--- src/acsp_pkg.sv ---
// Shared types and constants for the ANSI CSI escape sequence parser.
// Used by every module of the block; depends on nothing.
package acsp_pkg;

  typedef enum logic [3:0] {
    ACT_SWALLOW   = 4'd0,
    ACT_PRINT     = 4'd1,
    ACT_SET_CUR   = 4'd2,
    ACT_CLR_SCR   = 4'd3,
    ACT_CLR_LINE  = 4'd4,
    ACT_GFX_RESET = 4'd5,
    ACT_SWAP_COL  = 4'd6,
    ACT_FG_INDEX  = 4'd7,
    ACT_BG_INDEX  = 4'd8,
    ACT_FG_RGB    = 4'd9,
    ACT_BG_RGB    = 4'd10
  } action_t;

  typedef enum logic [1:0] {
    ST_OFF = 2'd0,
    ST_ESC = 2'd1,
    ST_CSI = 2'd2
  } status_t;

  localparam logic [7:0] CH_ESC   = 8'd27;
  localparam logic [7:0] CH_LBRKT = 8'h5B;
  localparam logic [7:0] CH_SEMI  = 8'h3B;
  localparam logic [7:0] CH_ZERO  = 8'h30;
  localparam logic [7:0] CH_NINE  = 8'h39;
  localparam logic [7:0] CH_UP    = 8'h41;
  localparam logic [7:0] CH_DOWN  = 8'h42;
  localparam logic [7:0] CH_RIGHT = 8'h43;
  localparam logic [7:0] CH_LEFT  = 8'h44;
  localparam logic [7:0] CH_HOME  = 8'h48;
  localparam logic [7:0] CH_ERASE = 8'h4A;
  localparam logic [7:0] CH_ELINE = 8'h4B;
  localparam logic [7:0] CH_SGR   = 8'h6D;

  localparam int SGR_FG_EXT = 38;
  localparam int SGR_BG_EXT = 48;
  localparam int SGR_FG_LO  = 30;
  localparam int SGR_BG_LO  = 40;
  localparam int SGR_SWAP   = 7;
  localparam int SGR_RGB    = 2;

  typedef struct packed {
    logic [7:0]  data_byte;
    logic [15:0] cursor_row;
    logic [15:0] cursor_col;
  } item_t;

  typedef struct packed {
    logic  valid;
    item_t item;
  } stage_t;

  typedef struct packed {
    action_t     action;
    logic [7:0]  print_byte;
    logic [15:0] new_row;
    logic [15:0] new_col;
    logic        clear_before;
    logic        clear_after;
    logic [5:0]  color_index;
    logic [15:0] red;
    logic [15:0] green;
    logic [15:0] blue;
  } result_t;

endpackage

--- src/acsp_in_reg.sv ---
// Input register stage of the CSI parser.
// Depends on acsp_pkg for the item and stage types.
module acsp_in_reg (
  input  logic             clk,
  input  logic             rst_n,
  input  logic             in_valid,
  output logic             in_ready,
  input  acsp_pkg::item_t  in_item,
  input  logic             advance,
  output acsp_pkg::stage_t stage
);

  logic            valid_r;
  logic            valid_nxt;
  acsp_pkg::item_t item_r;
  logic            in_fire;

  assign in_ready = !valid_r || advance;
  assign in_fire  = in_valid && in_ready;

  always_comb begin
    valid_nxt = valid_r;
    if (in_fire) begin
      valid_nxt = 1'b1;
    end else if (advance) begin
      valid_nxt = 1'b0;
    end
  end

  always_ff @(posedge clk) begin
    if (!rst_n) begin
      valid_r <= 1'b0;
    end else begin
      valid_r <= valid_nxt;
    end
  end

  always_ff @(posedge clk) begin
    if (in_fire) begin
      item_r <= in_item;
    end
  end

  assign stage.valid = valid_r;
  assign stage.item  = item_r;

endmodule

--- src/acsp_core.sv ---
// Parser state and per-byte decode of the CSI parser.
// Depends on acsp_pkg for types, character codes and action codes.
module acsp_core #(
  parameter int NUM_PARAMS = 8,
  parameter int PARAM_BITS = 16
) (
  input  logic              clk,
  input  logic              rst_n,
  input  acsp_pkg::stage_t  stage,
  input  logic              advance,
  output acsp_pkg::result_t result
);

  localparam int IW = $clog2(NUM_PARAMS);
  localparam int XW = ((PARAM_BITS > 16) ? PARAM_BITS : 16) + 1;
  localparam int MW = PARAM_BITS + 4;

  acsp_pkg::status_t     status_r;
  acsp_pkg::status_t     status_nxt;
  logic [IW-1:0]         idx_r;
  logic [IW-1:0]         idx_nxt;
  logic [PARAM_BITS-1:0] params_r [NUM_PARAMS];
  logic                  clr_all;
  logic                  wr_en;
  logic [PARAM_BITS-1:0] wr_val;

  logic [7:0]            c;
  logic [PARAM_BITS-1:0] cur;
  logic [MW-1:0]         mac;
  logic [PARAM_BITS-1:0] sat_val;
  logic [PARAM_BITS-1:0] n_val;
  logic [XW-1:0]         n_x;
  logic [XW-1:0]         row_x;
  logic [XW-1:0]         col_x;
  logic [XW-1:0]         row_add;
  logic [XW-1:0]         col_add;
  logic [15:0]           row_up;
  logic [15:0]           col_left;
  logic [15:0]           p2_lo;
  logic [15:0]           p3_lo;
  logic [15:0]           p4_lo;
  logic                  is_digit;

  assign c        = stage.item.data_byte;
  assign cur      = params_r[idx_r];
  assign is_digit = (c >= acsp_pkg::CH_ZERO) && (c <= acsp_pkg::CH_NINE);

  assign mac     = {1'b0, cur, 3'b000} + {3'b000, cur, 1'b0} + MW'(c - acsp_pkg::CH_ZERO);
  assign sat_val = (mac[MW-1:PARAM_BITS] != '0) ? {PARAM_BITS{1'b1}} : mac[PARAM_BITS-1:0];

  assign n_val    = (cur == '0) ? PARAM_BITS'(1) : cur;
  assign n_x      = XW'(n_val);
  assign row_x    = XW'(stage.item.cursor_row);
  assign col_x    = XW'(stage.item.cursor_col);
  assign row_add  = row_x + n_x;
  assign col_add  = col_x + n_x;
  assign row_up   = (row_x >= n_x) ? 16'(row_x - n_x) : 16'd0;
  assign col_left = (col_x >= n_x) ? 16'(col_x - n_x) : 16'd0;

  generate
    if (PARAM_BITS >= 16) begin : g_wide
      assign p2_lo = params_r[2][15:0];
      assign p3_lo = params_r[3][15:0];
      assign p4_lo = params_r[4][15:0];
    end else begin : g_narrow
      assign p2_lo = 16'(params_r[2]);
      assign p3_lo = 16'(params_r[3]);
      assign p4_lo = 16'(params_r[4]);
    end
  endgenerate

  always_comb begin
    status_nxt        = status_r;
    idx_nxt           = idx_r;
    clr_all           = 1'b0;
    wr_en             = 1'b0;
    wr_val            = sat_val;
    result            = '0;
    result.action     = acsp_pkg::ACT_PRINT;
    result.print_byte = c;
    if (c == acsp_pkg::CH_ESC) begin
      status_nxt        = acsp_pkg::ST_ESC;
      idx_nxt           = '0;
      clr_all           = 1'b1;
      result.action     = acsp_pkg::ACT_SWALLOW;
      result.print_byte = '0;
    end else if (c == acsp_pkg::CH_LBRKT && status_r == acsp_pkg::ST_ESC) begin
      status_nxt        = acsp_pkg::ST_CSI;
      result.action     = acsp_pkg::ACT_SWALLOW;
      result.print_byte = '0;
    end else if (status_r == acsp_pkg::ST_CSI) begin
      if (is_digit) begin
        wr_en             = 1'b1;
        result.action     = acsp_pkg::ACT_SWALLOW;
        result.print_byte = '0;
      end else if (c == acsp_pkg::CH_SEMI) begin
        if (idx_r != IW'(NUM_PARAMS - 1)) begin
          idx_nxt = idx_r + IW'(1);
        end
        result.action     = acsp_pkg::ACT_SWALLOW;
        result.print_byte = '0;
      end else begin
        case (c)
          acsp_pkg::CH_UP, acsp_pkg::CH_DOWN, acsp_pkg::CH_RIGHT, acsp_pkg::CH_LEFT,
          acsp_pkg::CH_HOME, acsp_pkg::CH_ERASE, acsp_pkg::CH_ELINE,
          acsp_pkg::CH_SGR: begin
            status_nxt        = acsp_pkg::ST_OFF;
            result.action     = acsp_pkg::ACT_SWALLOW;
            result.print_byte = '0;
          end
          default: begin
          end
        endcase
        case (c)
          acsp_pkg::CH_UP: begin
            result.action  = acsp_pkg::ACT_SET_CUR;
            result.new_row = row_up;
            result.new_col = stage.item.cursor_col;
          end
          acsp_pkg::CH_DOWN: begin
            result.action  = acsp_pkg::ACT_SET_CUR;
            result.new_row = row_add[15:0];
            result.new_col = stage.item.cursor_col;
          end
          acsp_pkg::CH_RIGHT: begin
            result.action  = acsp_pkg::ACT_SET_CUR;
            result.new_row = stage.item.cursor_row;
            result.new_col = col_add[15:0];
          end
          acsp_pkg::CH_LEFT: begin
            result.action  = acsp_pkg::ACT_SET_CUR;
            result.new_row = stage.item.cursor_row;
            result.new_col = col_left;
          end
          acsp_pkg::CH_HOME: begin
            result.action = acsp_pkg::ACT_SET_CUR;
          end
          acsp_pkg::CH_ERASE: begin
            if (cur == PARAM_BITS'(2)) begin
              result.action = acsp_pkg::ACT_CLR_SCR;
            end
          end
          acsp_pkg::CH_ELINE: begin
            if (cur <= PARAM_BITS'(2)) begin
              result.action       = acsp_pkg::ACT_CLR_LINE;
              result.clear_before = (cur != '0);
              result.clear_after  = (cur != PARAM_BITS'(1));
            end
          end
          acsp_pkg::CH_SGR: begin
            if (idx_r == '0) begin
              if (cur == '0) begin
                result.action = acsp_pkg::ACT_GFX_RESET;
              end else if (cur == PARAM_BITS'(acsp_pkg::SGR_SWAP)) begin
                result.action = acsp_pkg::ACT_SWAP_COL;
              end else if (cur >= PARAM_BITS'(acsp_pkg::SGR_FG_LO) &&
                           cur <= PARAM_BITS'(acsp_pkg::SGR_FG_LO + 8)) begin
                result.action      = acsp_pkg::ACT_FG_INDEX;
                result.color_index = cur[5:0];
              end else if (cur >= PARAM_BITS'(acsp_pkg::SGR_BG_LO) &&
                           cur <= PARAM_BITS'(acsp_pkg::SGR_BG_LO + 8)) begin
                result.action      = acsp_pkg::ACT_BG_INDEX;
                result.color_index = cur[5:0];
              end
            end else if (idx_r == IW'(4) &&
                         params_r[1] == PARAM_BITS'(acsp_pkg::SGR_RGB) &&
                         (params_r[0] == PARAM_BITS'(acsp_pkg::SGR_FG_EXT) ||
                          params_r[0] == PARAM_BITS'(acsp_pkg::SGR_BG_EXT))) begin
              result.action = (params_r[0] == PARAM_BITS'(acsp_pkg::SGR_FG_EXT)) ?
                              acsp_pkg::ACT_FG_RGB : acsp_pkg::ACT_BG_RGB;
              result.red    = p2_lo;
              result.green  = p3_lo;
              result.blue   = p4_lo;
            end
          end
          default: begin
          end
        endcase
      end
    end
  end

  always_ff @(posedge clk) begin
    if (!rst_n) begin
      status_r <= acsp_pkg::ST_OFF;
      idx_r    <= '0;
      for (int i = 0; i < NUM_PARAMS; i++) begin
        params_r[i] <= '0;
      end
    end else if (advance) begin
      status_r <= status_nxt;
      idx_r    <= idx_nxt;
      if (clr_all) begin
        for (int i = 0; i < NUM_PARAMS; i++) begin
          params_r[i] <= '0;
        end
      end else if (wr_en) begin
        params_r[idx_r] <= wr_val;
      end
    end
  end

endmodule

--- src/acsp_out_reg.sv ---
// Result register stage of the CSI parser.
// Depends on acsp_pkg for the result type.
module acsp_out_reg (
  input  logic              clk,
  input  logic              rst_n,
  input  logic              advance,
  input  acsp_pkg::result_t result,
  output logic              out_free,
  output logic              out_valid,
  input  logic              out_ready,
  output acsp_pkg::result_t out_result
);

  logic              valid_r;
  logic              valid_nxt;
  acsp_pkg::result_t result_r;

  assign out_free = !valid_r || out_ready;

  always_comb begin
    valid_nxt = valid_r;
    if (advance) begin
      valid_nxt = 1'b1;
    end else if (out_ready) begin
      valid_nxt = 1'b0;
    end
  end

  always_ff @(posedge clk) begin
    if (!rst_n) begin
      valid_r <= 1'b0;
    end else begin
      valid_r <= valid_nxt;
    end
  end

  always_ff @(posedge clk) begin
    if (advance) begin
      result_r <= result;
    end
  end

  assign out_valid  = valid_r;
  assign out_result = result_r;

endmodule

--- src/ansi_csi_sequence_parser_top.sv ---
// ANSI CSI escape sequence parser: one byte in, one display command out.
// Each input byte is held in the input register, its result in the result register.
// One byte per cycle flows unless out_ready stalls the result register; the decode and
// parameter update sit between the two registers, so bytes flow back to back.
// Synchronous active-low reset leaves the parser outside any sequence with all
// parameters cleared and both register stages empty.
module ansi_csi_sequence_parser_top #(
  parameter int NUM_PARAMS = 8,
  parameter int PARAM_BITS = 16
) (
  input  logic        clk,
  input  logic        rst_n,
  input  logic        in_valid,
  output logic        in_ready,
  input  logic [7:0]  in_data_byte,
  input  logic [15:0] in_cursor_row,
  input  logic [15:0] in_cursor_col,
  output logic        out_valid,
  input  logic        out_ready,
  output logic [3:0]  out_action,
  output logic [7:0]  out_print_byte,
  output logic [15:0] out_new_row,
  output logic [15:0] out_new_col,
  output logic        out_clear_before,
  output logic        out_clear_after,
  output logic [5:0]  out_color_index,
  output logic [15:0] out_red,
  output logic [15:0] out_green,
  output logic [15:0] out_blue
);

  acsp_pkg::item_t   in_item;
  acsp_pkg::stage_t  stage;
  acsp_pkg::result_t result;
  acsp_pkg::result_t out_result;
  logic              out_free;
  logic              advance;

  assign in_item.data_byte  = in_data_byte;
  assign in_item.cursor_row = in_cursor_row;
  assign in_item.cursor_col = in_cursor_col;

  assign advance = stage.valid && out_free;

  acsp_in_reg u_in_reg (
    .clk      (clk),
    .rst_n    (rst_n),
    .in_valid (in_valid),
    .in_ready (in_ready),
    .in_item  (in_item),
    .advance  (advance),
    .stage    (stage)
  );

  acsp_core #(
    .NUM_PARAMS (NUM_PARAMS),
    .PARAM_BITS (PARAM_BITS)
  ) u_core (
    .clk     (clk),
    .rst_n   (rst_n),
    .stage   (stage),
    .advance (advance),
    .result  (result)
  );

  acsp_out_reg u_out_reg (
    .clk        (clk),
    .rst_n      (rst_n),
    .advance    (advance),
    .result     (result),
    .out_free   (out_free),
    .out_valid  (out_valid),
    .out_ready  (out_ready),
    .out_result (out_result)
  );

  assign out_action       = out_result.action;
  assign out_print_byte   = out_result.print_byte;
  assign out_new_row      = out_result.new_row;
  assign out_new_col      = out_result.new_col;
  assign out_clear_before = out_result.clear_before;
  assign out_clear_after  = out_result.clear_after;
  assign out_color_index  = out_result.color_index;
  assign out_red          = out_result.red;
  assign out_green        = out_result.green;
  assign out_blue         = out_result.blue;

endmodule
--- config.mk ---
export PLATFORM = sky130hd
export DESIGN_NAME = ansi_csi_sequence_parser_top
export DESIGN_NICKNAME = d
export VERILOG_FILES = /design/src/acsp_pkg.sv /design/src/acsp_in_reg.sv /design/src/acsp_core.sv /design/src/acsp_out_reg.sv /design/src/ansi_csi_sequence_parser_top.sv
export SDC_FILE = /design/constraint.sdc
export NUM_CORES = 1
export LEC_CHECK = 0
export ABC_AREA = 1
export BUFFER_PORTS_ARGS = -buffer_cell sky130_fd_sc_hd__buf_2
export CAP_MARGIN = 20
export CORE_ASPECT_RATIO = 1.1
export CORE_UTILIZATION = 45
export CTS_CLUSTER_DIAMETER = 80
export DETAILED_ROUTE_END_ITERATION = 10
export MAX_ROUTING_LAYER = met4
export PLACE_DENSITY = 0.67
export SLEW_MARGIN = 25
export SYNTH_ARGS = -nofsm -noshare
export SYNTH_HDL_FRONTEND = slang
export SYNTH_SLANG_ARGS = --single-unit
export TNS_END_PERCENT = 1
--- constraint.sdc ---
create_clock -name clk -period 5.5 [get_ports clk]
set_input_delay 0.275 -clock clk [delete_from_list [all_inputs] [get_ports clk]]
set_output_delay 0.275 -clock clk [all_outputs]
set_load 0.005 [all_outputs]
==> results_dict.tcl <==
set metrics [dict create \
    cp_max_fo 58 \
    htreeDepth 1 \
    cts_made_buffers 30 \
    arrival_ns 5.47 \
    synth_largest_area_cell "edfxtp_1" \
    criticalPathCategory "flop to flop" \
    crit_path_frequent_cell "nand2_1" \
    avgViaCountPerCell 5.47 \
    max_stage_delay_ns 0.46 \
    dp_hpwl_um 38200 \
    port-buffer-count 145 \
    die_x_um 188 \
    tightest_slew_ns 1.05 \
    synthXorXnorAreaFrac_pct 1.79 \
    rsz0062_at_grt "no" \
    critPathTopFamily "simple AND/OR/NAND/NOR gates" \
    rrSetupSlack_ns 0.50 \
    setup-tns-final_ns 0 \
    drc 0 \
    io_pins 146 \
    clock_latency_ns 0.60 \
    startpoint_type "flop" \
    grt.total_usage_pct 27.4 \
    gp_congestion 0.967 \
    cts_root_buffer "clkbuf_16" \
    crit_buf_inv 6 \
    synth-simple-area-share_pct 19.7 \
    max-cap-violations 0 \
    crit_slowest_cell "o21ai_0" \
    max_slew_margin_pct 30.0 \
    drt-initial-drc-count 1296 \
    ff2ff_path_depth 25 \
    min_path_cells 2 \
    whs_ns 0.393 \
    syn_area_per_cell_um2 8.70 \
    synth_area_um2 17100 \
    cts_tree "done" \
    clock-sinks 278 \
    yosys.area.top_type_share_pct 47.1 \
    areaGrowthSynthToFinish_pct 15.7 \
    timing.rr.end "u_out_reg.out_result[87]" \
    antenna_left 0 \
    drtPass1Iterations 8 \
    cts.path.max_buffers 3 \
    post-synth-top-count-cell "nand2_1" \
    initial_core_util_pct 45.8 \
    dieArea_um2 38800 \
    synth_compound_area_share_pct 12.3 \
    powerDensity_nw_per_um2 274 \
    ir_drop_mv 0.214 \
    grt_pass1_vias 14200 \
    hold_start "in_cursor_col[10]" \
    ys_seq_elements 278 \
    routedWlPerCell_um 19.4 \
    grt_pass1_wl_um 79200 \
    synth_common_cells "nand2_1, inv_1, edfxtp_1, a21oi_1, nor2_1" \
    crit_required_ns 5.97 \
    ys_types 54 \
    core_region_area_um2 37300 \
    synth-main-ff-cell "edfxtp_1" \
    cts.clk_slew.worst_paths_ns 0.06 \
    num_rows 74 \
    wl_um 51700 \
    yosys_warnings 0 \
    antenna_found_initial 0 \
    hp-class "input pin to flop" \
    finalSetupViolCount 0 \
    end_kind "flop" \
    total_leakage_power_nw 8.82 \
    synthArstFlopShare_pct 0 \
    grt_max_degree 71 \
    syn_inst 1965 \
    overflow 0 \
    min_period_ns 5.00 \
    synth_top_family_by_area "simple AND/OR/NAND/NOR gates" \
    die_h_um 206 \
    drive_above_1_share_pct 11.9 \
    fmax_ghz 0.200 \
    fill_cells 3458 \
    synth_mux_area_share_pct 0 \
    synth_edf_count 268 \
    synth_nets 2125 \
    fin_crit_sh_pct 91.0 \
    holdPathEnd "u_in_reg.stage[10]" \
    vias 14600 \
    synthTopCellsByArea "edfxtp_1, nand2_1, ha_1, a21oi_1, inv_1" \
    yosysSeqAreaShare_pct 48.3 \
    maxSlewViolCount 0 \
    synth_fa_ha_area_share_pct 9.33 \
    skew_ns 0.0375 \
    status "finished, final reports clean" \
    antenna_cells 0 \
    layout.nets 2304 \
    final_hold_viol_count 0 \
]
## sequential cells by signal, summed over array words and instances (netlist names), named ones only
| register | count |
|---|---|
| u_out_reg.out_valid | 1 |
| u_core.params_r | 128 |
| u_in_reg.valid_r | 1 |
| u_in_reg.stage | 40 |
| u_core.idx_r | 3 |
| u_core.status_r | 2 |
| u_out_reg.out_result | 100 |
## cell usage in the layout, fill, tap and decap left out, types with 31 or more instances in the layout
| cell | netlist | final |
|---|---|---|
| edfxtp_1 | 268 | 268 |
| nand3_1 | 129 | 129 |
| ha_1 | 97 | 97 |
| clkbuf_16 | 0 | 31 |
| buf_2 | 42 | 145 |
| dlygate4sd3_1 | 0 | 44 |
| nand2_1 | 429 | 429 |
| inv_1 | 277 | 276 |
| o21ai_0 | 72 | 72 |
| a21oi_1 | 239 | 239 |
| nor2_1 | 150 | 149 |
## metrics by stage
step / util, % / std cells / setup WS (ns) / total power, mW / cell area (um^2)
finish: 53.0 / 2661 / 0.496 / 5.41 / 19800
global placement: 49.2 / 2562 / 0.442 / 3.44 / 18400
CTS: 53.0 / 2661 / 0.390 / 5.44 / 19800
detailed placement: 49.2 / 2562 / 0.405 / 3.44 / 18400
global route: 53.0 / 2661 / 0.102 / 5.61 / 19800
floorplan: - / 1965 / 1.19 / 3.03 / 17100
## per-layer routing
layer / track usage, % / vias up / part of all wire [%]
li1: - / 6941 / -
met1: 32.2 / 6947 / 39
met2: 47.6 / 555 / 51
met3: 2.75 / 116 / 5.6
met4: 12.5 / 0 / 4.5
met5: - / - / 0
## area by class of cell
type | instances | area [um^2] | area share [%]
Clock buffer | 42 | 827 | 4.18
Tap cell | 494 | 618 | 3.13
Timing Repair Buffer | 222 | 1490 | 7.53
Inverter | 282 | 1070 | 5.39
Multi-Input combinational cell | 1330 | 7380 | 37.3
Clock inverter | 13 | 140 | 0.709
Sequential cell | 278 | 8250 | 41.7
## cells by family (layout without fill, tap and decap cells)
family,count (synthesis),count (layout)
adder cells (fa/ha/maj),116,116
AO/OA/AOI/OAI,387,387
buffers and inverters,357,559
AND/OR/NAND/NOR,792,792
flip-flops,278,278
XOR/XNOR,35,35
## where the power goes
part | leakage [nW] | switching (mW) | internal [mW] | total (mW)
Clock | 0.456 | 0.832 | 1.14 | 1.97
Combinational | 5.60 | 0.676 | 0.318 | 0.994
Sequential | 2.76 | 0.0411 | 2.40 | 2.44
## how the worst max path moves through the flow
stage                   startpoint                        to  cells after the start
2_1_floorplan  u_out_reg.out_valid     u_core.params_r[0][0]                     10
3_3_place_gp                  flop  u_out_reg.out_result[86]                     24
3_5_place_dp                  flop  u_out_reg.out_result[87]                     24
4_1_cts                       flop  u_out_reg.out_result[87]                     24
5_1_grt                       flop  u_out_reg.out_result[86]                     25
6_report                      flop  u_out_reg.out_result[87]                     25
## repair_timing
item | CTS | global route
setup endpoints to repair | 0 | 4
endpoints found under the hold margin | 43 | 0
resized for setup | 0 | 1
hold buffers | 44 | 0
setup buffers | 0 | 0
(Power assumes the default switching activity.)
